<file path="config.mk">
export PLATFORM = sky130hd
export DESIGN_NAME = rrc_pi_ram
export DESIGN_NICKNAME = d
export VERILOG_FILES = /design/src/sv/rrc_pi_ram.sv
export SDC_FILE = /design/constraint.sdc
export NUM_CORES = 2
export LEC_CHECK = 0
export CAP_MARGIN = 25
export CORE_ASPECT_RATIO = 1.4
export CORE_MARGIN = 4
export CORE_UTILIZATION = 40
export DETAILED_ROUTE_END_ITERATION = 8
export DONT_BUFFER_PORTS = 1
export SLEW_MARGIN = 30
export SYNTH_ARGS = -nofsm -noshare
export SYNTH_HDL_FRONTEND = slang
export SYNTH_SLANG_ARGS = --single-unit
</file>
<file path="constraint.sdc">
create_clock -name clk -period 2.5 [get_ports clk]
set_clock_uncertainty 0.15 [all_clocks]
set_input_delay 0.125 -clock clk [delete_from_list [all_inputs] [get_ports clk]]
set_output_delay 0.125 -clock clk [all_outputs]
set_load 0.01 [all_outputs]
</file>
<file path="src/sv/rrc_pi_ram.sv">
module rrc_pi_ram #(
  parameter int WIDTH = 16,
  parameter int DEPTH = 256
) (
  input  logic                     clk,
  input  logic                     wr_en,
  input  logic [$clog2(DEPTH)-1:0] wr_addr,
  input  logic [WIDTH-1:0]         wr_data,
  input  logic [$clog2(DEPTH)-1:0] rd_addr,
  output logic [WIDTH-1:0]         rd_data
);

  logic [WIDTH-1:0] mem [DEPTH];

  // One write port, one registered read port
  always_ff @(posedge clk) begin
    if (wr_en) begin
      mem[wr_addr] <= wr_data;
    end
    rd_data <= mem[rd_addr];
  end

endmodule

</file>
# Word-level counts from Yosys, hierarchy flattened
# Memory sizes are Yosys's and may differ from the RTL's. A register that Yosys moved wholly into a read port is not among the register bits.
# Index checks and enable logic that the tools add are counted.
dict set report classes {
  muxes 2
}
# op count
set ops {}
lappend ops {{$mux 1} 2}
dict set report totals {
  memories 1
  input_bits 34
  ff_bits 0
  word_cells 3
  mem_bits_rw 4096
  output_inout_bits 16
}
# name words width rd rd_ports_with_merged_regs write_ports line
set memory_table {}
lappend memory_table {mem 256 16 1 1 1 13} ;# logic [WIDTH-1:0] mem [DEPTH];

# Depth between registers and ports, before layout
dict set report logic_depth {
  ltp_word 2
  depth_mapped 12
}

# Worst setup path before layout
# Ideal clock, no wire load.
dict set report synth_path {
  path_kind {input to register}
  start {input port wr_addr[3]}
  end {memory mem[235][0] (enable)}
  cell_stages 6
  slack_ps 60
  arrival_ps 1902
  required_time_ps 1962
  path_buffers 3
  setup_time_ps 388
  path_cell_list {clkbuf_1 > nor2b_1 > clkbuf_1 > nand4_1 > clkbuf_1 > nor2_1}
}
# element line
set synth_lines {}
lappend synth_lines {{start: declaration} 7} ;# input logic [$clog2(DEPTH)-1:0] wr_addr,
lappend synth_lines {{end: declaration} 13}
# Straight into the memory's write port.

==> metrics.yaml <==
run_status: "finished with violations"
violations: "hold timing, setup timing"
max_stage_delay_ps: 520
vias: 80300
reg2reg_from: "mem[59][1]$_DFFE_PP_"
whs_ps: -802
cts_sinks: 4112
rsz0062_at_grt: "true"
leakagePower_nw: 59.3
start_util_pct: 40.2
routabilityCongestion: 0.907
hold_path_end: "mem[22][6]$_DFFE_PP_"
fin_ws_ps: -48.4
highest_layer: "met5"
cp_slowest_cell: "mux4_2"
critPathKind: "flip-flop to flip-flop"
slew_headroom_pct: 4.32
grt_first_pass_wirelength_microns: 630000
synth_cell_type_count: 52
first_global_vias: 81100
avgSynthCellArea_sq_um: 21.6
netlist_area_sq_um: 159000
post_dp_cell_area_sq_um: 170000
synth_edf_count: 4096
synth_commonest_cells: "4096 x edfxtp_1, 797 x mux4_2, 565 x mux2i_1"
ys_top_cells_by_area: "edfxtp_1 77%, mux4_2 11%, mux2i_1 3.6%, o221ai_1 1.4%, nor2_1 0.72%"
worst_path_most_repeated_cell: "mux4_2"
min_path_cells: 0
wl_per_cell_microns: 32.8
slew_viol_final: 0
via_per_inst: 5.83
fp.dieArea_sq_um: 407000
grt_max_degree: 257
fp-row-count: 273
antenna_found_initial: 35
h-tree-depth: 5
ys_ff_latch: 4112
pre_cts_ws_ps: -2330
cp.arrival_ps: 3200
path_clk_slew_ps: 60
fmax_mhz: 392
drt_iter0_markers: 9338
die_h_microns: 753
hpwl_microns: 252000
fp.coreArea_sq_um: 395000
cts_buffers: 386
path_cells: "mux4_2 -> mux4_2 -> a22o_1 -> buf_12 -> o32ai_4 -> buf_6 -> nor4_2"
grt.total_usage_pct: 21.7
routed_wl_microns: 452000
hold_violations: 1934
cp-end-kind: "flip-flop"
hp-class: "input port to flip-flop"
pin_count: 50
finalCriticalPeriod_ps: 2550
syn_nets: 7394
final_util_pct: 46.9
r2r-end: "rd_data[1]$_DFF_P_"
r2r_cells: 7
synth_most_common_cell: "edfxtp_1"
rrSetupSlack_ps: -50
nets: 8239
post-route-period-util_pct: 102
globalRouteOverflowTotal: 0
crit_fanout: 1
fill_cells: 32100
drive_gt1_share_pct: 28.5
finalSetupViolations: 11
stdcell_area_sq_um: 185000
met3WireLength_microns: 34100
dr.pass1.iters: 6
fp.dieW_microns: 540
power.density_nw_per_um2: 767
worstMarginPinSlew_ps: 1440
clockRootBuffer: "clkbuf_16"
cts_tree: "yes"
ys_async_sr_fraction_pct: 0
min_from: "wr_data[6]"
ys_warn_count: 0
cp_num_buf_inv: 2
crit_path_start_kind: "flip-flop"
synth_top_area_share_pct: 77.5
yosysSeqAreaShare_pct: 77.7
yosys.area.top_type: "edfxtp_1"
crit_path_start: "mem[59][1]$_DFFE_PP_"
wl_met1_microns: 160000
synth_cells: 7360
port-buffer-count: 0
area_delta_synth_final_pct: 16.7
cts_buffer_depth: 4
ant_nets: 0
synthFlopType: "edfxtp_1"
drc: 0
crit_family: "multiplexers"
wl_met2_microns: 225000
drv_cap: 0
clk_latency_ps: 970
required_ps: 3150
peakVddDrop_mv: 0.649
final cells by class:
| cell class | instances | area, sq um | share of cell area [%] |
|---|---|---|---|
| antenna | 36 | 90.1 | 0.0486 |
| clock inverter | 226 | 2250 | 1.21 |
| timing repair buffer | 909 | 9420 | 5.08 |
| clock buffer | 473 | 10100 | 5.46 |
| multi-input combinational | 2792 | 33500 | 18.1 |
| tap | 5225 | 6540 | 3.53 |
| sequential | 4112 | 123000 | 66.6 |
| inverter | 4 | 27.5 | 0.0149 |
per-layer routing:
metal,global-route usage [%],up-vias
li1,-,33000
met1,26.7,42800
met2,36.2,3600
met3,3.47,847
met4,13.2,4
met5,0,-
cell usage in the layout, fill, tap and decap left out, types with 11 or more instances in the layout:
master / synthesis / final
and3_1: 11 / 11
mux4_2: 797 / 797
clkinv_2: 0 / 61
nor2_2: 0 / 61
buf_16: 0 / 48
edfxtp_1: 4096 / 4096
nand4_1: 26 / 26
o221ai_1: 252 / 252
clkbuf_16: 0 / 399
bufbuf_16: 0 / 21
nand2_1: 38 / 36
a22oi_1: 43 / 42
a22o_1: 32 / 23
nor3_1: 92 / 84
mux2_2: 88 / 88
a211oi_1: 18 / 18
bufinv_16: 0 / 40
buf_6: 77 / 15
buf_4: 26 / 716
nor2_1: 304 / 243
o32ai_4: 0 / 13
nor4_2: 1 / 14
o31ai_1: 16 / 16
clkinv_1: 0 / 96
a221oi_1: 28 / 19
diode_2: 0 / 36
mux2i_1: 565 / 565
a21oi_1: 175 / 175
o21ai_0: 37 / 28
buf_12: 5 / 66
clkbuf_1: 230 / 80
dlygate4sd3_1: 0 / 32
o22ai_1: 148 / 148
dfxtp_1: 16 / 16
nand3_1: 35 / 26
worst max path at each step:
stage                                        to  cells past startpoint
final                        rd_data[1]$_DFF_P_                      7
after global routing        rd_data[12]$_DFF_P_                      7
after detailed placement     rd_data[7]$_DFF_P_                     12
after CTS                    rd_data[1]$_DFF_P_                      7
after floorplan           mem[235][0]$_DFFE_PP_                      6
after global placement       rd_data[3]$_DFF_P_                      8
flip-flops by register name (all words and copies together) (netlist names):
signal and flops:
mem 4096, rd_data 16
kinds of logic after synthesis:
group / share of synthesized area, %
DFF: 77.7
muxes: 15.5
AOI/OAI and AO/OA: 3.54
and+or+nand+nor: 1.57
buffers and inverters: 1.69
where the power goes:
group,switching (mW),internal (mW),leakage (nW)
Combinational,4.26,3.15,16.3
Clock,25.4,32.9,6.03
Sequential,0.225,76.0,36.9
repair_timing:
item,CTS,global route
endpoints found under the hold margin,7934,3864
cloned,26,8
setup endpoints to repair,16,152
resized for setup,63,37
pin swaps,13,5
hold buffers,32,16
setup buffers,0,0
per-stage QoR:
| stage | power, mW | TNS, ps | hold slack (ps) | instances |
|---|---|---|---|---|
| 2_1_floorplan | 81.3 | 0 | 73.9 | 7360 |
| 3_3_place_gp | 83.5 | -34590 | 127 | 12900 |
| 3_5_place_dp | 83.8 | -32220 | 113 | 13000 |
| 4_1_cts | 142 | -291 | -886 | 13700 |
| 5_1_grt | 146 | -743 | -854 | 13800 |
| 6_report | 142 | -127 | -802 | 13800 |
Power figures use the tool's default switching activity.
